`src/trfe_pkg.sv`:
```
// ----------------------------------------------------------------------------
// trfe_pkg
// Shared types and constants of the tracking report field encoder: pipeline
// stage control, quantization factors, reciprocal multipliers and the
// aircraft kind table.
// ----------------------------------------------------------------------------
package trfe_pkg;

	localparam int STAGES = 5;

	localparam int IN_DATA_W  = 152;
	localparam int OUT_DATA_W = 120;
	localparam int PADDR_W    = 3;

	typedef struct packed {
		logic [STAGES-1:0] load;
	} stage_ctl_t;

	// configuration register indexes (paddr[2])
	localparam logic REG_OWN_ADDRESS   = 1'b0;
	localparam logic REG_OFFSET_ENABLE = 1'b1;

	// coordinates
	localparam logic [16:0] LAT_SCALE  = 17'd93206;
	localparam logic [16:0] LON_SCALE  = 17'd46603;
	localparam logic [23:0] COORD_DIV  = 24'd10000000;
	localparam logic [22:0] COORD_HALF = 23'd5000000;
	localparam int          EST_SHIFT  = 32;
	localparam logic [25:0] LAT_RECIP  =
		26'(((64'd1 << EST_SHIFT) * 64'd93206) / 64'd10000000);
	localparam logic [25:0] LON_RECIP  =
		26'(((64'd1 << EST_SHIFT) * 64'd46603) / 64'd10000000);

	// altitude
	localparam logic [12:0] ALT_MAX      = 13'd8190;
	localparam logic [11:0] ALT_FINE_MAX = 12'd2047;

	// speed: half km/h = knots_q4 * 463 / 2000
	localparam logic [8:0]  SPD_MUL      = 9'd463;
	localparam logic [9:0]  SPD_HALF     = 10'd1000;
	localparam int          SPD_SHIFT    = 26;
	localparam logic [19:0] SPD_RECIP    = 20'(((64'd1 << SPD_SHIFT) + 64'd124) / 64'd125);
	localparam logic [9:0]  SPD_MAX      = 10'd635;
	localparam logic [9:0]  SPD_FINE_MAX = 10'd127;

	// climb: tenths of m/s = fpm * 127 / 2500
	localparam logic [6:0]  CLB_MUL   = 7'd127;
	localparam logic [10:0] CLB_HALF  = 11'd1250;
	localparam int          CLB_SHIFT = 30;
	localparam logic [20:0] CLB_RECIP = 21'(((64'd1 << CLB_SHIFT) + 64'd624) / 64'd625);
	localparam logic [8:0]  CLB_MAX   = 9'd315;

	// heading: floor(q6 / 90)
	localparam int          HDG_SHIFT = 22;
	localparam logic [15:0] HDG_RECIP = 16'(((64'd1 << HDG_SHIFT) + 64'd89) / 64'd90);
	localparam logic [7:0]  HDG_MAX   = 8'd255;

	// divide by five for narrow values
	localparam int          DIV5_SHIFT = 13;
	localparam logic [10:0] DIV5_RECIP = 11'(((64'd1 << DIV5_SHIFT) + 64'd4) / 64'd5);

	// offset and shared seven-bit field limits
	localparam logic [7:0] OFS_MAX   = 8'd254;
	localparam logic [6:0] SMALL_MAX = 7'd63;

	typedef enum logic [2:0] {
		TYPE_OTHER       = 3'd0,
		TYPE_PARAGLIDER  = 3'd1,
		TYPE_HANG_GLIDER = 3'd2,
		TYPE_BALLOON     = 3'd3,
		TYPE_GLIDER      = 3'd4,
		TYPE_POWERED     = 3'd5,
		TYPE_HELICOPTER  = 3'd6,
		TYPE_UAV         = 3'd7
	} craft_type_t;

	localparam int KIND_COUNT = 17;

	localparam craft_type_t KIND_MAP [KIND_COUNT] = '{
		TYPE_OTHER, TYPE_GLIDER, TYPE_POWERED, TYPE_HELICOPTER,
		TYPE_PARAGLIDER, TYPE_POWERED, TYPE_HANG_GLIDER, TYPE_PARAGLIDER,
		TYPE_POWERED, TYPE_POWERED, TYPE_OTHER, TYPE_BALLOON,
		TYPE_BALLOON, TYPE_UAV, TYPE_OTHER, TYPE_OTHER, TYPE_OTHER
	};

endpackage

```
`src/trfe_flow.sv`:
```
// ----------------------------------------------------------------------------
// trfe_flow
// Valid bits and ready chain of the five-stage pipeline. A stage loads when
// it is empty or when the stage after it moves on.
// ----------------------------------------------------------------------------
module trfe_flow (
	input  logic                   clk,
	input  logic                   arst_n,
	input  logic                   in_valid,
	input  logic                   out_ready,
	output logic                   in_ready,
	output logic                   out_valid,
	output trfe_pkg::stage_ctl_t   ctl
);

	logic [trfe_pkg::STAGES-1:0] valid_q;
	logic [trfe_pkg::STAGES:0]   ready;
	logic [trfe_pkg::STAGES-1:0] valid_in;

	always_comb begin
		ready[trfe_pkg::STAGES] = out_ready;
		for (int k = trfe_pkg::STAGES - 1; k >= 0; k--) begin
			ready[k] = !valid_q[k] || ready[k+1];
		end
	end

	assign valid_in  = {valid_q[trfe_pkg::STAGES-2:0], in_valid};
	assign ctl.load  = ready[trfe_pkg::STAGES-1:0];
	assign in_ready  = ready[0];
	assign out_valid = valid_q[trfe_pkg::STAGES-1];

	always_ff @(posedge clk or negedge arst_n) begin
		if (!arst_n) begin
			valid_q <= '0;
		end else begin
			for (int k = 0; k < trfe_pkg::STAGES; k++) begin
				if (ready[k]) begin
					valid_q[k] <= valid_in[k];
				end
			end
		end
	end

endmodule

```
`config.mk`:
```
export PLATFORM = sky130hd
export DESIGN_NAME = trfe_flow
export DESIGN_NICKNAME = d
export VERILOG_FILES = /design/src/trfe_pkg.sv /design/src/trfe_flow.sv
export SDC_FILE = /design/constraint.sdc
export NUM_CORES = 1
export LEC_CHECK = 0
export BUFFER_PORTS_ARGS = -buffer_cell sky130_fd_sc_hd__buf_2
export CELL_PAD_IN_SITES_DETAIL_PLACEMENT = 1
export CELL_PAD_IN_SITES_GLOBAL_PLACEMENT = 1
export CORE_AREA = 2 2 39 41
export CTS_BUF_LIST = sky130_fd_sc_hd__clkbuf_16
export DETAILED_ROUTE_END_ITERATION = 8
export DIE_AREA = 0 0 41 43
export GPL_ROUTABILITY_DRIVEN = 0
export MAX_ROUTING_LAYER = met4
export PLACE_DENSITY = 0.44
export SLEW_MARGIN = 10
export SYNTH_ARGS = -nofsm -noshare
export SYNTH_HDL_FRONTEND = slang
export SYNTH_SLANG_ARGS = --single-unit
```
`constraint.sdc`:
```
create_clock -name clk -period 1.76 [get_ports clk]
set_clock_uncertainty 0.2 [all_clocks]
set_input_delay 0.176 -clock clk [delete_from_list [all_inputs] [get_ports clk]]
set_output_delay 0.176 -clock clk [all_outputs]
set_load 0.02 [all_outputs]
```
==> results.json <==
{
  "final.setup.tns_ns": 0,
  "ctsHoldBuffers": 2,
  "grt_pass1_wl_um": 745,
  "grt_antenna_before_repair": 0,
  "ys_ff_latch": 5,
  "worst-endpoint-required_ns": 1.38,
  "synthToLayoutAreaGrowth_pct": 69.8,
  "internal_power_uw": 452,
  "cts-buffers-inserted": 3,
  "syn-instance-count": 18,
  "cts_root_buffer": "sky130_fd_sc_hd__clkbuf_16",
  "yosys.area.top_type_share_pct": 58.1,
  "rsz0062_at_grt": "no",
  "dp_cells": 42,
  "tritoncts_clock_tree": "yes",
  "synthesis.yosys.warnings": 0,
  "nets_finish": 37,
  "async_reset_ff_share_pct": 100,
  "cp_top_family": "simple AND/OR/NAND/NOR gates",
  "critPathKind": "reg2out",
  "grt_remaining_overflow": 0,
  "leakagePower_nw": 0.166,
  "placeableCoreArea_sq_mm": 0.00138,
  "synth_cell_type_count": 12,
  "maxSlewHeadroom_pct": 85.9,
  "drcViolationCount": 0,
  "synth_common_cells": "5 x sky130_fd_sc_hd__dfrtp_1, 3 x sky130_fd_sc_hd__nand2b_1",
  "postLayoutSetupSlackWorst_ns": 0.189,
  "power.switching_fraction_pct": 21.4,
  "finalCritPeriodShare_pct": 89.3,
  "fmaxAchievable_mhz": 636,
  "placement_rows": 14,
  "cts_repair_resize_count": 0,
  "cp_capture_type": "output port",
  "timing.reg2reg.worst_path_depth": 2,
  "p_switching_uw": 123,
  "hold_path.class": "in2reg",
  "route.final.wire_length_um": 466,
  "grt_max_degree": 7,
  "final_antenna_net_count": 0,
  "count_of_vias_placed_by_the_detailed_router": 177,
  "clkSinkCount": 5,
  "result_of_the_run": "completed",
  "cp_slowest_stage_delay_ns": 0.37,
  "seq_area_sq_um": 125,
  "grt_util_all_layers_pct": 7.36,
  "reg.largest.list": "valid_q: 5 flops",
  "drv.max_cap_violation_count": 0,
  "sequentialPowerShare_pct": 24.2,
  "cts_setup_buffers": 0,
  "fp.dieW_um": 41,
  "cell_area_synth_sq_um": 215,
  "clk_pin_slew_ns": 0.03,
  "transition_time_of_the_tightest_slew_check_pin_ns": 0.211,
  "power.clock.fraction_pct": 63.3,
  "number_of_global_route_vias_before_repair": 184,
  "worst_ep_arrival_time_ns": 1.20,
  "non_filler_instance_count_after_layout": 48,
  "netlist_top_cells_area": "sky130_fd_sc_hd__dfrtp_1 58%, sky130_fd_sc_hd__nand2b_1 8.7%, sky130_fd_sc_hd__buf_6 5.2%",
  "fin_util_pct": 26.4,
  "min_delay_path_depth": 3,
  "die-area_sq_mm": 0.00176,
  "synth_top_area_cell": "sky130_fd_sc_hd__dfrtp_1",
  "fillCellCount": 160,
  "regMostFlops": "valid_q",
  "firstDrtPassIters": 2,
  "final_hold_viol_count": 0,
  "critical_path_buf_inv_count": 1,
  "start_util_pct": 15.6,
  "drt_iter0_markers": 3,
  "design_area_sq_um": 365,
  "worst_path_depth": 3,
  "htree_levels": 1,
  "regToRegSetupSlack_ns": 0.56,
  "dpl_worst_slack_ns": 0.415,
  "clock_path_buffers": 2,
  "yosysSeqAreaShare_pct": 58.1,
  "synth_most_common_cell": "sky130_fd_sc_hd__dfrtp_1",
  "antennaDiodeCount": 0,
  "slew_violations": 0,
  "fin_crit_ns": 1.57,
  "number_of_endpoints_failing_setup_at_the_final_stage": 0,
  "synth_flop_cell": "sky130_fd_sc_hd__dfrtp_1",
  "post_synth.cell_area_avg_sq_um": 12.0,
  "worst_path_max_delay_cell": "sky130_fd_sc_hd__dfrtp_1",
  "timing.critical_path.fanout_max": 6,
  "clock_insertion_delay_worst_skew_ns": 0.22,
  "share_of_cells_above_drive_strength_1_pct": 40.6,
  "routed_via_density": 3.69,
  "mappedNetlistNets": 22,
  "drt-wirelength-per-cell_um": 9.71,
  "worst_ir_drop_vdd_v": 0.000608,
  "power-per-cell-area_mw_per_mm2": 1580,
  "cp_cell_sequence": "and4b_1 -> nand3_1 -> buf_2",
  "placed_cell_area_sq_um": 267,
  "area_of_the_multi_input_gates_sq_um": 67.6,
  "largest_register_ffs": 5,
  "die_height_um": 43,
  "power.combinational.fraction_pct": 12.5,
  "edff_count_synth": 0,
  "worst_setup_path_start_kind": "flip-flop",
  "boundaryPins": 11,
  "numPortBuffers": 10
}
==> metrics by stage <==
| step | hold slack [ns] | power (mW) |
|---|---|---|
| after global routing | 0.0819 | 0.607 |
| after floorplan | -0.320 | 0.192 |
| after global placement | -0.209 | 0.208 |
| after CTS | 0.0605 | 0.585 |
| after detailed placement | -0.203 | 0.210 |
| final | 0.0598 | 0.575 |
==> final cells by class <==
class	instances	area share, %
flip-flops and latches	5	34.2
inverters	1	1.03
repair buffers	12	19.2
clock buffers	3	20.5
multi-input cells	10	18.5
well taps	16	5.48
clock inverters	1	1.03
==> power by group through the flow <==
stage / sequential (mW) / combinational, mW / clock, mW
CTS: 0.139 / 0.0739 / 0.372
floorplan: 0.140 / 0.0516 / 0
global route: 0.142 / 0.0793 / 0.386
finish: 0.139 / 0.0721 / 0.364
global placement: 0.140 / 0.0688 / 0
detailed placement: 0.140 / 0.0698 / 0
==> cells in the final DEF, fill, tap and decap left out, drive strengths merged <==
master and instances:
nand2 1, or2 1, buf 10, nand3b 1
inv 2, nand3 1, dfrtp 5, a31o 1
dlygate4sd3 2, and4b 1, clkbuf 3, a21o 1
nand2b 3
==> per-layer routing <==
metal / global-route usage (%) / share of wire, % / routed length (um)
met4: 6.00 / 0 / 0
met5: - / 0 / 0
met1: 7.24 / 41 / 189
met3: 6.28 / 12 / 54
met2: 8.75 / 48 / 222
==> worst min-delay path, stage by stage <==
cell and delay [ns]:
sky130_fd_sc_hd__buf_2 0.09, sky130_fd_sc_hd__nand3b_1 0.11, sky130_fd_sc_hd__nand2b_1 0.06
==> logic make-up (layout without fill, tap and decap cells) <==
group,count (synthesis),in the layout,share of synthesized area [%]
flip-flops,5,5,58.1
buffers and inverters,3,17,10.5
AND/OR/NAND/NOR,8,8,23.8
AO/OA/AOI/OAI,2,2,7.56
==> worst paths after layout <==
check,to,start
min reg2reg,valid_q[3],valid_q[2]
max in group asynchronous,valid_q[1],arst_n
min in group asynchronous,valid_q[3],arst_n
min,valid_q[3],out_ready
max reg2reg,valid_q[2],valid_q[3]
max,ctl[0],valid_q[4]
No activity file was read; power rests on OpenSTA's default activity.
