<file path="config.mk">
export PLATFORM = sky130hd
export DESIGN_NAME = trfe_coord
export DESIGN_NICKNAME = d
export VERILOG_FILES = /design/src/trfe_pkg.sv /design/src/trfe_coord.sv
export SDC_FILE = /design/constraint.sdc
export NUM_CORES = 2
export LEC_CHECK = 0
export BUFFER_PORTS_ARGS = -buffer_cell sky130_fd_sc_hd__buf_4
export CAP_MARGIN = 15
export CORE_MARGIN = 4
export CORE_UTILIZATION = 42
export CTS_BUF_LIST = sky130_fd_sc_hd__clkbuf_8
export DETAILED_ROUTE_END_ITERATION = 8
export GPL_TIMING_DRIVEN = 0
export PLACE_DENSITY_LB_ADDON = 0.25
export SYNTH_ARGS = -nofsm -noshare
export SYNTH_HDL_FRONTEND = slang
export SYNTH_SLANG_ARGS = --single-unit
</file>
<file path="constraint.sdc">
create_clock -name clk -period 11.2 [get_ports clk]
set_input_delay 1.68 -clock clk [delete_from_list [all_inputs] [get_ports clk]]
set_output_delay 1.68 -clock clk [all_outputs]
set_load 0.03 [all_outputs]
</file>
<file path="src/trfe_pkg.sv">
// ----------------------------------------------------------------------------
// trfe_pkg
// Shared types and constants of the tracking report field encoder: pipeline
// stage control, quantization factors, reciprocal multipliers and the
// aircraft kind table.
// ----------------------------------------------------------------------------
package trfe_pkg;

	localparam int STAGES = 5;

	localparam int IN_DATA_W  = 152;
	localparam int OUT_DATA_W = 120;
	localparam int PADDR_W    = 3;

	typedef struct packed {
		logic [STAGES-1:0] load;
	} stage_ctl_t;

	// configuration register indexes (paddr[2])
	localparam logic REG_OWN_ADDRESS   = 1'b0;
	localparam logic REG_OFFSET_ENABLE = 1'b1;

	// coordinates
	localparam logic [16:0] LAT_SCALE  = 17'd93206;
	localparam logic [16:0] LON_SCALE  = 17'd46603;
	localparam logic [23:0] COORD_DIV  = 24'd10000000;
	localparam logic [22:0] COORD_HALF = 23'd5000000;
	localparam int          EST_SHIFT  = 32;
	localparam logic [25:0] LAT_RECIP  =
		26'(((64'd1 << EST_SHIFT) * 64'd93206) / 64'd10000000);
	localparam logic [25:0] LON_RECIP  =
		26'(((64'd1 << EST_SHIFT) * 64'd46603) / 64'd10000000);

	// altitude
	localparam logic [12:0] ALT_MAX      = 13'd8190;
	localparam logic [11:0] ALT_FINE_MAX = 12'd2047;

	// speed: half km/h = knots_q4 * 463 / 2000
	localparam logic [8:0]  SPD_MUL      = 9'd463;
	localparam logic [9:0]  SPD_HALF     = 10'd1000;
	localparam int          SPD_SHIFT    = 26;
	localparam logic [19:0] SPD_RECIP    = 20'(((64'd1 << SPD_SHIFT) + 64'd124) / 64'd125);
	localparam logic [9:0]  SPD_MAX      = 10'd635;
	localparam logic [9:0]  SPD_FINE_MAX = 10'd127;

	// climb: tenths of m/s = fpm * 127 / 2500
	localparam logic [6:0]  CLB_MUL   = 7'd127;
	localparam logic [10:0] CLB_HALF  = 11'd1250;
	localparam int          CLB_SHIFT = 30;
	localparam logic [20:0] CLB_RECIP = 21'(((64'd1 << CLB_SHIFT) + 64'd624) / 64'd625);
	localparam logic [8:0]  CLB_MAX   = 9'd315;

	// heading: floor(q6 / 90)
	localparam int          HDG_SHIFT = 22;
	localparam logic [15:0] HDG_RECIP = 16'(((64'd1 << HDG_SHIFT) + 64'd89) / 64'd90);
	localparam logic [7:0]  HDG_MAX   = 8'd255;

	// divide by five for narrow values
	localparam int          DIV5_SHIFT = 13;
	localparam logic [10:0] DIV5_RECIP = 11'(((64'd1 << DIV5_SHIFT) + 64'd4) / 64'd5);

	// offset and shared seven-bit field limits
	localparam logic [7:0] OFS_MAX   = 8'd254;
	localparam logic [6:0] SMALL_MAX = 7'd63;

	typedef enum logic [2:0] {
		TYPE_OTHER       = 3'd0,
		TYPE_PARAGLIDER  = 3'd1,
		TYPE_HANG_GLIDER = 3'd2,
		TYPE_BALLOON     = 3'd3,
		TYPE_GLIDER      = 3'd4,
		TYPE_POWERED     = 3'd5,
		TYPE_HELICOPTER  = 3'd6,
		TYPE_UAV         = 3'd7
	} craft_type_t;

	localparam int KIND_COUNT = 17;

	localparam craft_type_t KIND_MAP [KIND_COUNT] = '{
		TYPE_OTHER, TYPE_GLIDER, TYPE_POWERED, TYPE_HELICOPTER,
		TYPE_PARAGLIDER, TYPE_POWERED, TYPE_HANG_GLIDER, TYPE_PARAGLIDER,
		TYPE_POWERED, TYPE_POWERED, TYPE_OTHER, TYPE_BALLOON,
		TYPE_BALLOON, TYPE_UAV, TYPE_OTHER, TYPE_OTHER, TYPE_OTHER
	};

endpackage

</file>
<file path="src/trfe_coord.sv">
// ----------------------------------------------------------------------------
// trfe_coord
// Latitude and longitude lanes: magnitude, reciprocal estimate of the
// rounded quotient, remainder check with one-step correction, sign restore.
// ----------------------------------------------------------------------------
module trfe_coord (
	input  logic                 clk,
	input  trfe_pkg::stage_ctl_t ctl,
	input  logic signed [30:0]   latitude_e7,
	input  logic signed [31:0]   longitude_e7,
	output logic [23:0]          lat_code,
	output logic [23:0]          lon_code
);

	localparam int LANES  = 2;
	localparam int PROD_W = 58;
	localparam int NUM_W  = 48;
	localparam logic [PROD_W-1:0] EST_RND = PROD_W'(1) << (trfe_pkg::EST_SHIFT - 1);

	logic signed [31:0] coord [LANES];
	logic [16:0]        scale [LANES];
	logic [25:0]        recip [LANES];

	logic               neg_s1  [LANES];
	logic [31:0]        mag_s1  [LANES];
	logic               neg_s2  [LANES];
	logic [23:0]        est_s2  [LANES];
	logic [NUM_W-1:0]   num_s2  [LANES];
	logic               neg_s3  [LANES];
	logic [23:0]        est_s3  [LANES];
	logic [NUM_W-1:0]   num_s3  [LANES];
	logic [NUM_W-1:0]   prod_s3 [LANES];
	logic               neg_s4  [LANES];
	logic [23:0]        q_s4    [LANES];
	logic [23:0]        code_s5 [LANES];

	assign coord[0] = 32'(latitude_e7);
	assign coord[1] = longitude_e7;
	assign scale[0] = trfe_pkg::LAT_SCALE;
	assign scale[1] = trfe_pkg::LON_SCALE;
	assign recip[0] = trfe_pkg::LAT_RECIP;
	assign recip[1] = trfe_pkg::LON_RECIP;

	for (genvar i = 0; i < LANES; i++) begin : g_lane
		always_ff @(posedge clk) begin
			if (ctl.load[0]) begin
				neg_s1[i] <= coord[i][31];
				mag_s1[i] <= coord[i][31] ? 32'(-coord[i]) : 32'(coord[i]);
			end
			if (ctl.load[1]) begin
				neg_s2[i] <= neg_s1[i];
				est_s2[i] <= 24'((PROD_W'(mag_s1[i]) * PROD_W'(recip[i]) + EST_RND)
					>> trfe_pkg::EST_SHIFT);
				num_s2[i] <= NUM_W'(mag_s1[i]) * NUM_W'(scale[i])
					+ NUM_W'(trfe_pkg::COORD_HALF);
			end
			if (ctl.load[2]) begin
				neg_s3[i]  <= neg_s2[i];
				est_s3[i]  <= est_s2[i];
				num_s3[i]  <= num_s2[i];
				prod_s3[i] <= NUM_W'(est_s2[i]) * NUM_W'(trfe_pkg::COORD_DIV);
			end
			if (ctl.load[3]) begin
				neg_s4[i] <= neg_s3[i];
				q_s4[i]   <= (num_s3[i] - prod_s3[i] >= NUM_W'(trfe_pkg::COORD_DIV))
					? est_s3[i] + 24'd1 : est_s3[i];
			end
			if (ctl.load[4]) begin
				code_s5[i] <= neg_s4[i] ? (~q_s4[i] + 24'd1) : q_s4[i];
			end
		end
	end

	assign lat_code = code_s5[0];
	assign lon_code = code_s5[1];

endmodule

</file>
==> results_dict.tcl <==
set metrics [dict create \
    status "complete, no violations" \
    final_layout_size_suffix_gt1_share_pct 3.943 \
    slowest_delay_ps 950 \
    critPathBufInv 5 \
    cp_common_cell "fa_1" \
    drt_iter0_drc 2781 \
    wire_per_inst_microns 18.52 \
    critPathSlowestCell "edfxtp_1" \
    hold_buffers 0 \
    clkLatencyLatePin_ps 840 \
    critical_path_required_ps 11750 \
    firstDrtPassIters 7 \
    syn_to_final_growth_pct 7.565 \
    hpwl_mm 167.7 \
    synth-seq-cells 506 \
    clk_path_buf_depth 3 \
    relSlewSlack_pct 27.46 \
    cts_root_buffer "clkbuf_8" \
    final.setup_skew_ps 90.50 \
    grt_overflow 0 \
    cp_max_fo 13 \
    die_x_microns 445.0 \
    critPathTopFamily "adder cells" \
    syn_area_per_cell_sq_um 10.35 \
    synth_top_cell_by_area "fa_1" \
    finalCritPeriodShare_pct 91.96 \
    setup_viol_count_final 0 \
    cts-htree-levels 3 \
    hold_viol_final 0 \
    slew_viol_final 0 \
    startpoint "mag_s1[0][13]" \
    synth_top_area_share_pct 29.26 \
    worstReg2RegStart "mag_s1[0][13]" \
    syn_area_sq_um 80190 \
    drv_cap 0 \
    place_congestion 0.9366 \
    period_needed_ps 10300 \
    grt_max_degree 109 \
    tritoncts "done" \
    io_buffers 116 \
    io_pins 117 \
    cts.clk_slew.worst_paths_ps 70 \
    tightest_slew_ps 1088 \
    nets 10580 \
    synth_cell_types 91 \
    cts_resized 0 \
    die_h_microns 445.0 \
    vias 51950 \
    synth-edff-count 506 \
    hold_path_class "reg2reg" \
    synthCells 7749 \
    yosysSeqAreaShare_pct 18.95 \
    setup_tns_ps 0 \
    rsz0062_at_grt "false" \
    synth_fp_nets 10370 \
    cts_sinks 506 \
    drc_errors 0 \
    row_count 160 \
    drtAntennaViolNets 0 \
    dieArea_sq_um 198000 \
    crit_arrival_ps 10840 \
    cts_buffers 92 \
    routed_wl_mm 195.4 \
    cts_setup_buffers 0 \
    crit_path_end_kind "flip-flop" \
    antenna_found_initial 4 \
    setup.worst_path.start_class "flip-flop" \
    grt_first_pass_wirelength_mm 312.6 \
    critical_path_class "reg2reg" \
    viasPerCell 4.924 \
    synthFlopType "edfxtp_1" \
    synthTopCellsByArea "fa_1 29%, ha_1 21%, edfxtp_1 19%" \
    gr-usage-all-layers_pct 20.23 \
    synthArstFlopShare_pct 0 \
    start_util_pct 42.21 \
    grt_pass1_vias 55340 \
    core_sq_um 190000 \
    yosys_warnings 0 \
    max_freq_ghz 0.09709 \
    min_from "num_s2[0][83]" \
]
## final timing paths
kind	to	slack [ps]	depth (start not counted)
setup / recovery	est_s2[0][23]	900	32
hold reg to reg	num_s3[0][83]	370	0
hold / removal	num_s3[0][83]	370	0
setup reg to reg	est_s2[0][23]	900	32
## area by class of cell
type                    count  area (sq um)
fillers                 17940        103700
multi-input cells        5063         56810
flip-flops and latches    506         15190
inverters                2132          8003
well taps                2511          3142
clock buffers              94          1294
repair buffers            119         942.2
clock inverters            77         685.7
plain buffers              48         181.4
diodes                      1         2.502
## layout by cell type (no fill, tap or decap), drive strengths merged, types with 45 or more instances in the layout
cell,Yosys,layout
o21bai,45,45
fa,1172,1172
nand4,45,45
nand2b,48,48
buf,4,123
inv,2132,2150
a21o,144,144
nor3,85,85
nor2,213,213
ha,1375,1375
and3,49,49
nand2,247,247
a21oi,254,254
clkbuf,44,138
xor2,177,177
o21ai,188,188
edfxtp,506,506
nand3,111,111
xnor2,334,334
## synthesized netlist by cell type (18+ instances only)
master and instances:
o31ai_1 41, ha_1 1375, nand2_1 247, nand2b_1 48, o21ai_1 18, or4_1 23
a21oi_1 252, and2_1 38, nor2_1 213, clkbuf_1 44, xor2_1 177, nand4_1 45
or2_2 35, nor4_1 27, nor2b_1 39, fa_1 1172, o21bai_1 43, mux2i_1 22
and3_1 49, a31oi_1 34, xnor2_1 334, a211oi_1 32, inv_1 2131, nor3_1 84
edfxtp_1 506, a21o_1 144, o21ai_0 169, o21a_1 35, or3_1 37, nand3_1 111
## worst reg2reg max path: cells and delay by family (launching register included)
family | cells | cell delay, ps
XOR/XNOR | 3 | 1080
AND/OR/NAND/NOR | 9 | 2650
adder cells (fa/ha/maj) | 9 | 4010
flip-flops | 1 | 950
buffers and inverters | 5 | 380
AO/OA/AOI/OAI | 6 | 960
## per-stage QoR
| step | cells | hold slack, ps | util, % | instance area [sq um] | setup slack [ps] |
|---|---|---|---|---|---|
| final | 10550 | 370.8 | 45.40 | 86250 | 900.8 |
| after global routing | 10550 | 380.4 | 45.40 | 86250 | 521.8 |
| after CTS | 10550 | 365.2 | 45.40 | 86250 | 937.4 |
| after detailed placement | 10380 | 404.5 | 44.36 | 84270 | 1007 |
| after global placement | 10380 | 401.8 | 44.32 | 84200 | 1046 |
| after floorplan | 7749 | 400.3 | - | 80190 | 2357 |
## metal layers
metal,wire length [microns],up-vias,global-route usage [%],part of all wire (%)
li1,-,25410,-,-
met1,96900,25280,30.18,50
met2,84390,1067,30.87,43
met3,10720,191,3.621,5.5
met4,3409,2,4.079,1.7
met5,7,-,0,0.0036
## registers in the layout, indices dropped and copies added, names as in the netlist
signal / flops
code_s5: 48
prod_s3: 82
q_s4: 48
num_s2: 82
neg_s4: 2
est_s3: 44
neg_s3: 2
est_s2: 48
neg_s2: 2
num_s3: 82
neg_s1: 2
mag_s1: 64
## cell families (layout without fill, tap and decap cells)
group | count (synthesis) | count (layout) | share of synthesized area (%)
XOR/XNOR | 511 | 511 | 5.581
buffers and inverters | 2180 | 2470 | 10.21
other | 1 | 2 | 0.004677
flip-flops | 506 | 506 | 18.95
AND/OR/NAND/NOR | 1055 | 1055 | 6.727
multiplexers | 28 | 28 | 0.3589
AO/OA/AOI/OAI | 920 | 920 | 7.447
adder cells (fa/ha/maj) | 2548 | 2548 | 50.73
Power is not shown: default switching activity piles up to over one toggle a cycle in this logic, so the estimate is an artifact.
