File: src/trfe_pkg.sv
// ----------------------------------------------------------------------------
// trfe_pkg
// Shared types and constants of the tracking report field encoder: pipeline
// stage control, quantization factors, reciprocal multipliers and the
// aircraft kind table.
// ----------------------------------------------------------------------------
package trfe_pkg;

	localparam int STAGES = 5;

	localparam int IN_DATA_W  = 152;
	localparam int OUT_DATA_W = 120;
	localparam int PADDR_W    = 3;

	typedef struct packed {
		logic [STAGES-1:0] load;
	} stage_ctl_t;

	// configuration register indexes (paddr[2])
	localparam logic REG_OWN_ADDRESS   = 1'b0;
	localparam logic REG_OFFSET_ENABLE = 1'b1;

	// coordinates
	localparam logic [16:0] LAT_SCALE  = 17'd93206;
	localparam logic [16:0] LON_SCALE  = 17'd46603;
	localparam logic [23:0] COORD_DIV  = 24'd10000000;
	localparam logic [22:0] COORD_HALF = 23'd5000000;
	localparam int          EST_SHIFT  = 32;
	localparam logic [25:0] LAT_RECIP  =
		26'(((64'd1 << EST_SHIFT) * 64'd93206) / 64'd10000000);
	localparam logic [25:0] LON_RECIP  =
		26'(((64'd1 << EST_SHIFT) * 64'd46603) / 64'd10000000);

	// altitude
	localparam logic [12:0] ALT_MAX      = 13'd8190;
	localparam logic [11:0] ALT_FINE_MAX = 12'd2047;

	// speed: half km/h = knots_q4 * 463 / 2000
	localparam logic [8:0]  SPD_MUL      = 9'd463;
	localparam logic [9:0]  SPD_HALF     = 10'd1000;
	localparam int          SPD_SHIFT    = 26;
	localparam logic [19:0] SPD_RECIP    = 20'(((64'd1 << SPD_SHIFT) + 64'd124) / 64'd125);
	localparam logic [9:0]  SPD_MAX      = 10'd635;
	localparam logic [9:0]  SPD_FINE_MAX = 10'd127;

	// climb: tenths of m/s = fpm * 127 / 2500
	localparam logic [6:0]  CLB_MUL   = 7'd127;
	localparam logic [10:0] CLB_HALF  = 11'd1250;
	localparam int          CLB_SHIFT = 30;
	localparam logic [20:0] CLB_RECIP = 21'(((64'd1 << CLB_SHIFT) + 64'd624) / 64'd625);
	localparam logic [8:0]  CLB_MAX   = 9'd315;

	// heading: floor(q6 / 90)
	localparam int          HDG_SHIFT = 22;
	localparam logic [15:0] HDG_RECIP = 16'(((64'd1 << HDG_SHIFT) + 64'd89) / 64'd90);
	localparam logic [7:0]  HDG_MAX   = 8'd255;

	// divide by five for narrow values
	localparam int          DIV5_SHIFT = 13;
	localparam logic [10:0] DIV5_RECIP = 11'(((64'd1 << DIV5_SHIFT) + 64'd4) / 64'd5);

	// offset and shared seven-bit field limits
	localparam logic [7:0] OFS_MAX   = 8'd254;
	localparam logic [6:0] SMALL_MAX = 7'd63;

	typedef enum logic [2:0] {
		TYPE_OTHER       = 3'd0,
		TYPE_PARAGLIDER  = 3'd1,
		TYPE_HANG_GLIDER = 3'd2,
		TYPE_BALLOON     = 3'd3,
		TYPE_GLIDER      = 3'd4,
		TYPE_POWERED     = 3'd5,
		TYPE_HELICOPTER  = 3'd6,
		TYPE_UAV         = 3'd7
	} craft_type_t;

	localparam int KIND_COUNT = 17;

	localparam craft_type_t KIND_MAP [KIND_COUNT] = '{
		TYPE_OTHER, TYPE_GLIDER, TYPE_POWERED, TYPE_HELICOPTER,
		TYPE_PARAGLIDER, TYPE_POWERED, TYPE_HANG_GLIDER, TYPE_PARAGLIDER,
		TYPE_POWERED, TYPE_POWERED, TYPE_OTHER, TYPE_BALLOON,
		TYPE_BALLOON, TYPE_UAV, TYPE_OTHER, TYPE_OTHER, TYPE_OTHER
	};

endpackage

File: src/trfe_motion.sv
// ----------------------------------------------------------------------------
// trfe_motion
// Altitude, speed, climb, heading, offset, type and online fields, quantized
// over five register stages.
// ----------------------------------------------------------------------------
module trfe_motion (
	input  logic                 clk,
	input  trfe_pkg::stage_ctl_t ctl,
	input  logic                 offset_enable,
	input  logic signed [15:0]   altitude_m,
	input  logic signed [15:0]   pressure_altitude_m,
	input  logic [13:0]          speed_knots_q4,
	input  logic signed [15:0]   climb_fpm,
	input  logic [14:0]          heading_deg_q6,
	input  logic [4:0]           craft_kind,
	input  logic                 track_off,
	input  logic                 stealth,
	output logic [11:0]          altitude_word,
	output logic [2:0]           type_code,
	output logic                 online_flag,
	output logic [7:0]           speed_word,
	output logic [7:0]           climb_word,
	output logic [7:0]           heading_code,
	output logic [7:0]           offset_word
);

	localparam logic signed [16:0] OFS_LIM = 17'(trfe_pkg::OFS_MAX);

	// stage 1 logic
	logic [12:0] alt_clamp;
	logic [11:0] alt_coarse;
	logic [11:0] alt_word;
	trfe_pkg::craft_type_t kind_type;

	// stage 2 logic
	logic       ofs_neg;
	logic [7:0] ofs_mag;

	// stage 3 logic
	logic [8:0] hdg_q;
	logic [6:0] ofs_code;
	logic [7:0] ofs_word;

	// stage 5 logic
	logic [6:0] spd_div;
	logic [6:0] clb_div;
	logic [6:0] clb_bits;

	logic [11:0]           alt_s1, alt_s2, alt_s3, alt_s4, alt_s5;
	trfe_pkg::craft_type_t type_s1, type_s2, type_s3, type_s4, type_s5;
	logic                  online_s1, online_s2, online_s3, online_s4, online_s5;
	logic [13:0]           spd_s1;
	logic                  clb_neg_s1, clb_neg_s2, clb_neg_s3, clb_neg_s4;
	logic [15:0]           clb_mag_s1;
	logic                  stealth_s1, stealth_s2, stealth_s3;
	logic [14:0]           hdg_s1;
	logic signed [16:0]    ofs_diff_s1;
	logic                  ofs_none_s1;
	logic [22:0]           spd_n_s2;
	logic [21:0]           clb_n_s2;
	logic [30:0]           hdg_p_s2;
	logic                  ofs_neg_s2;
	logic [7:0]            ofs_mag_s2;
	logic [11:0]           spd_q_s3;
	logic [10:0]           clb_q_s3;
	logic [7:0]            hdg_s3, hdg_s4, hdg_s5;
	logic [7:0]            ofs_s3, ofs_s4;
	logic [9:0]            spd_c_s4;
	logic [8:0]            clb_c_s4;
	logic [7:0]            spd_s5, clb_s5, ofs_s5;

	always_comb begin
		if (altitude_m[15]) begin
			alt_clamp = '0;
		end else if (altitude_m[14:0] > 15'(trfe_pkg::ALT_MAX)) begin
			alt_clamp = trfe_pkg::ALT_MAX;
		end else begin
			alt_clamp = 13'(altitude_m[14:0]);
		end
		alt_coarse = 12'((14'(alt_clamp) + 14'd2) >> 2);
		if (alt_coarse > trfe_pkg::ALT_FINE_MAX) begin
			alt_coarse = trfe_pkg::ALT_FINE_MAX;
		end
		if (alt_clamp > 13'(trfe_pkg::ALT_FINE_MAX)) begin
			alt_word = {1'b1, alt_coarse[10:0]};
		end else begin
			alt_word = 12'(alt_clamp);
		end
		if (craft_kind < 5'(trfe_pkg::KIND_COUNT)) begin
			kind_type = trfe_pkg::KIND_MAP[craft_kind];
		end else begin
			kind_type = trfe_pkg::TYPE_OTHER;
		end
	end

	always_comb begin
		if (ofs_none_s1) begin
			ofs_neg = 1'b0;
			ofs_mag = '0;
		end else if (ofs_diff_s1 > OFS_LIM) begin
			ofs_neg = 1'b0;
			ofs_mag = trfe_pkg::OFS_MAX;
		end else if (ofs_diff_s1 < -OFS_LIM) begin
			ofs_neg = 1'b1;
			ofs_mag = trfe_pkg::OFS_MAX;
		end else begin
			ofs_neg = ofs_diff_s1[16];
			ofs_mag = ofs_diff_s1[16] ? 8'(-ofs_diff_s1) : 8'(ofs_diff_s1);
		end
	end

	always_comb begin
		hdg_q = 9'(hdg_p_s2 >> trfe_pkg::HDG_SHIFT);
		ofs_code = 7'((9'(ofs_mag_s2) + 9'd2) >> 2);
		if (ofs_mag_s2 > 8'(trfe_pkg::SMALL_MAX)) begin
			if (ofs_neg_s2) begin
				ofs_word = {1'b1, ~ofs_code + 7'd1};
			end else if (ofs_code > trfe_pkg::SMALL_MAX) begin
				ofs_word = {1'b1, trfe_pkg::SMALL_MAX};
			end else begin
				ofs_word = {1'b1, ofs_code};
			end
		end else begin
			ofs_word = {1'b0, ofs_neg_s2 ? (~ofs_mag_s2[6:0] + 7'd1) : ofs_mag_s2[6:0]};
		end
	end

	always_comb begin
		spd_div = 7'((21'(spd_c_s4 + 10'd2) * 21'(trfe_pkg::DIV5_RECIP))
			>> trfe_pkg::DIV5_SHIFT);
		clb_div = 7'((21'(10'(clb_c_s4) + 10'd2) * 21'(trfe_pkg::DIV5_RECIP))
			>> trfe_pkg::DIV5_SHIFT);
		if (clb_c_s4 > 9'(trfe_pkg::SMALL_MAX)) begin
			clb_bits = clb_neg_s4 ? (~clb_div + 7'd1) : clb_div;
		end else begin
			clb_bits = clb_neg_s4 ? (~clb_c_s4[6:0] + 7'd1) : clb_c_s4[6:0];
		end
	end

	always_ff @(posedge clk) begin
		if (ctl.load[0]) begin
			alt_s1      <= alt_word;
			type_s1     <= kind_type;
			online_s1   <= ~track_off;
			spd_s1      <= speed_knots_q4;
			clb_neg_s1  <= climb_fpm[15];
			clb_mag_s1  <= climb_fpm[15] ? 16'(-climb_fpm) : 16'(climb_fpm);
			stealth_s1  <= stealth;
			hdg_s1      <= heading_deg_q6;
			ofs_diff_s1 <= 17'(pressure_altitude_m) - 17'(altitude_m);
			ofs_none_s1 <= pressure_altitude_m == '0;
		end
		if (ctl.load[1]) begin
			alt_s2     <= alt_s1;
			type_s2    <= type_s1;
			online_s2  <= online_s1;
			clb_neg_s2 <= clb_neg_s1;
			stealth_s2 <= stealth_s1;
			spd_n_s2   <= 23'(spd_s1) * 23'(trfe_pkg::SPD_MUL) + 23'(trfe_pkg::SPD_HALF);
			clb_n_s2   <= 22'(clb_mag_s1) * 22'(trfe_pkg::CLB_MUL) + 22'(trfe_pkg::CLB_HALF);
			hdg_p_s2   <= 31'(hdg_s1) * 31'(trfe_pkg::HDG_RECIP);
			ofs_neg_s2 <= ofs_neg;
			ofs_mag_s2 <= ofs_mag;
		end
		if (ctl.load[2]) begin
			alt_s3     <= alt_s2;
			type_s3    <= type_s2;
			online_s3  <= online_s2;
			clb_neg_s3 <= clb_neg_s2;
			stealth_s3 <= stealth_s2;
			spd_q_s3   <= 12'((39'(spd_n_s2 >> 4) * 39'(trfe_pkg::SPD_RECIP))
				>> trfe_pkg::SPD_SHIFT);
			clb_q_s3   <= 11'((41'(clb_n_s2 >> 2) * 41'(trfe_pkg::CLB_RECIP))
				>> trfe_pkg::CLB_SHIFT);
			hdg_s3     <= (hdg_q > 9'(trfe_pkg::HDG_MAX)) ? trfe_pkg::HDG_MAX : hdg_q[7:0];
			ofs_s3     <= ofs_word;
		end
		if (ctl.load[3]) begin
			alt_s4     <= alt_s3;
			type_s4    <= type_s3;
			online_s4  <= online_s3;
			hdg_s4     <= hdg_s3;
			ofs_s4     <= ofs_s3;
			clb_neg_s4 <= clb_neg_s3;
			spd_c_s4   <= (spd_q_s3 > 12'(trfe_pkg::SPD_MAX)) ? trfe_pkg::SPD_MAX
				: spd_q_s3[9:0];
			if (stealth_s3) begin
				clb_c_s4 <= '0;
			end else if (clb_q_s3 > 11'(trfe_pkg::CLB_MAX)) begin
				clb_c_s4 <= trfe_pkg::CLB_MAX;
			end else begin
				clb_c_s4 <= clb_q_s3[8:0];
			end
		end
		if (ctl.load[4]) begin
			alt_s5    <= alt_s4;
			type_s5   <= type_s4;
			online_s5 <= online_s4;
			hdg_s5    <= hdg_s4;
			ofs_s5    <= offset_enable ? ofs_s4 : 8'd0;
			spd_s5    <= (spd_c_s4 > trfe_pkg::SPD_FINE_MAX) ? {1'b1, spd_div}
				: spd_c_s4[7:0];
			clb_s5    <= {clb_c_s4 > 9'(trfe_pkg::SMALL_MAX), clb_bits};
		end
	end

	assign altitude_word = alt_s5;
	assign type_code     = type_s5;
	assign online_flag   = online_s5;
	assign speed_word    = spd_s5;
	assign climb_word    = clb_s5;
	assign heading_code  = hdg_s5;
	assign offset_word   = ofs_s5;

endmodule

File: config.mk
export PLATFORM = sky130hd
export DESIGN_NAME = trfe_motion
export DESIGN_NICKNAME = d
export VERILOG_FILES = /design/src/trfe_pkg.sv /design/src/trfe_motion.sv
export SDC_FILE = /design/constraint.sdc
export NUM_CORES = 2
export LEC_CHECK = 0
export BUFFER_PORTS_ARGS = -buffer_cell sky130_fd_sc_hd__buf_2
export CAP_MARGIN = 20
export CORE_MARGIN = 10
export CORE_UTILIZATION = 25
export CTS_CLUSTER_DIAMETER = 150
export DETAILED_ROUTE_END_ITERATION = 10
export MAX_ROUTING_LAYER = met4
export PLACE_DENSITY = 0.4
export SETUP_SLACK_MARGIN = 0.1
export SKIP_CTS_REPAIR_TIMING = 1
export SYNTH_ARGS = -nofsm -noshare
export SYNTH_HDL_FRONTEND = slang
export SYNTH_SLANG_ARGS = --single-unit
File: constraint.sdc
create_clock -name clk -period 7.03 [get_ports clk]
set_input_delay 2.109 -clock clk [delete_from_list [all_inputs] [get_ports clk]]
set_output_delay 2.109 -clock clk [all_outputs]
set_load 0.05 [all_outputs]
==> flow_summary.json <==
{
  "cts_tree": "done",
  "grtUsageTotal_pct": 11.0,
  "fillers": 15200,
  "hold_depth": 0,
  "cap_violations": 0,
  "die_area_mm2": 0.162,
  "core-area_mm2": 0.146,
  "via_count": 22500,
  "grt_pass1_vias": 24800,
  "crit_path_max_fanout": 3,
  "setup_viol": 0,
  "hpwl_mm": 73.6,
  "cp-start-kind": "flop",
  "ys_seq_area_share_pct": 25.7,
  "fp.dieH_um": 403,
  "synth_area_mm2": 0.0366,
  "fin_util_pct": 28.6,
  "worst_slew_pin_slew_ns": 0.872,
  "reg2reg_depth": 23,
  "root_buffer": "clkbuf_16",
  "hp-class": "flop to flop",
  "ant_nets": 0,
  "nNetsFinal": 4760,
  "drtIter0Drc": 696,
  "portBuffers": 138,
  "grt_max_degree": 53,
  "area_growth_syn_to_layout_pct": 13.6,
  "synth_edf_count": 313,
  "ys.flop_type": "edfxtp_1",
  "cts_inserted_buffers": 43,
  "endpoint_kind": "flop",
  "synth_seq_cells": 313,
  "mostFrequentLayoutCells": "inv_1 (773), ha_1 (711), fa_1 (448), edfxtp_1 (313), buf_2 (136)",
  "tns_ns": 0,
  "finClkSkew_ns": 0.0383,
  "start_util_pct": 25.2,
  "drive_gt1_share_pct": 9.21,
  "final_hold_viol_count": 0,
  "final_common_cell": "inv_1",
  "synthesis.nets": 4543,
  "avgRoutedWirePerCell_um": 15.7,
  "max_freq_mhz": 150,
  "netlist_instances": 3281,
  "synth-async-reset-ratio_pct": 0,
  "clockBufferDepth": 3,
  "rsz0062_at_grt": "true",
  "via_per_inst": 4.13,
  "cts_htree_levels": 2,
  "clkTransAtPathRegs_ns": 0.06,
  "routed_wl_mm": 85.8,
  "required_ns": 7.40,
  "place.gp.congestion": 0.838,
  "slew_viol_final": 0,
  "timing.max_slew.rel_slack_pct": 41.5,
  "worstPathArrival_ns": 7.05,
  "clock_sinks": 313,
  "period_needed_ns": 6.68,
  "synth_warnings": 0,
  "remaining_drc_errors": 0,
  "status": "finished, final reports clean",
  "grt_pass1_wl_mm": 138,
  "drt_pass1_iterations": 4,
  "ioPinCount": 139,
  "grt_overflow": 0,
  "synth.distinct_cells": 64,
  "antenna_found_initial": 5,
  "worstSkewPairLatency_ns": 0.61,
  "syn_area_per_cell_um2": 11.2,
  "die_x_um": 403,
  "rows": 140,
  "fin_crit_sh_pct": 95.1,
  "worstSetupPathType": "flop to flop"
}
-- state kept, by name (all words and copies together), names as in the netlist, 9 cells and up --
register and flops:
clb_mag_s1 16, alt_s3 12, spd_s1 14, clb_n_s2 20, alt_s1 12, clb_c_s4 9
clb_q_s3 11, hdg_p_s2 9, hdg_s1 15, spd_n_s2 19, altitude_word 12, alt_s4 12
alt_s2 12, spd_c_s4 10, ofs_diff_s1 17, spd_q_s3 12
-- per-layer routing --
layer | track usage [%] | wire length, um | up-vias
met5 | - | 0 | -
met4 | 2.27 | 1530 | 0
met3 | 1.90 | 3680 | 68
met2 | 17.3 | 38800 | 269
met1 | 14.7 | 41800 | 10900
li1 | - | - | 11300
-- path summary, 6_finish.rpt --
path / endpoint / start / slack, ns
setup / recovery: clb_q_s3[9] / clb_n_s2[10] / 0.35
hold / removal: altitude_word[6] / alt_s4[6] / 0.41
setup reg to reg: clb_q_s3[9] / clb_n_s2[10] / 0.35
hold reg to reg: altitude_word[6] / alt_s4[6] / 0.41
-- cell type report --
class                           count  area (um^2)  area share [%]
Inverter                          776         2910            7.00
Clock inverter                     30          293           0.704
Tap cell                         1917         2400            5.76
Sequential cell                   313         9400            22.6
Clock buffer                       47         1090            2.62
Multi-Input combinational cell   2172        24400            58.6
Antenna cell                        7         17.5          0.0421
Timing Repair Buffer              192         1120            2.68
-- worst max-delay path: stages, from the launching register on --
cell       delay, ns
edfxtp_1        0.43
buf_6           0.15
fa_1            0.54
inv_1           0.06
fa_1            0.54
fa_2            0.46
fa_1            0.49
inv_1           0.06
fa_1            0.52
inv_1           0.05
fa_1            0.52
inv_1           0.04
ha_1            0.29
ha_2            0.20
a211oi_2        0.25
o21ai_2         0.08
a221oi_2        0.27
nor4b_2         0.09
o41a_1          0.50
o2111ai_2       0.27
a21oi_2         0.09
or3_4           0.34
a21oi_2         0.13
xnor2_1         0.07
-- cell usage after synthesis (all sizes together) (4+ instances only) --
cell	number	area [um^2]
nor2b	24	150
mux2i	5	50.1
xor2	52	455
a311o	5	50.1
nand4	17	106
nor4	15	93.8
a31o	4	35.0
and4	9	81.3
nand3	34	170
inv	776	2910
and2	22	138
o311ai	5	43.8
ha	720	9010
o41ai	6	60.1
and3	14	87.6
nor2	132	495
o2111ai	4	41.3
edfxtp	313	9400
a211oi	24	180
fa	451	9030
or3	14	92.6
a31oi	16	100
nor3	43	215
clkbuf	17	63.8
nand2	103	387
o211ai	7	52.6
nand2b	15	93.8
o21ai	80	400
o21a	19	143
xnor2	112	981
o31ai	18	135
a21o	38	287
a21oi	88	448
or2	24	150
o21bai	7	52.6
-- logic make-up after synthesis --
group           count (synthesis)  synth area share (%)
compound gates                347                  6.18
xor+xnor                      164                  3.92
fa+ha+maj                    1171                  49.3
buf+inv                       796                  8.16
flops                         313                  25.7
mux                             9                 0.290
simple gates                  481                  6.53
-- per-stage QoR --
step,instances,area [um^2],hold WS (ns),setup slack [ns]
floorplan,3281,36600,0.400,0.521
CTS,5422,41200,0.416,0.0976
global route,5454,41600,0.413,0.0806
finish,5454,41600,0.411,0.347
global placement,5345,39900,0.400,0.143
detailed placement,5345,39900,0.405,0.132
Power is not shown: default switching activity piles up to over one toggle a cycle in this logic, so the estimate is an artifact.
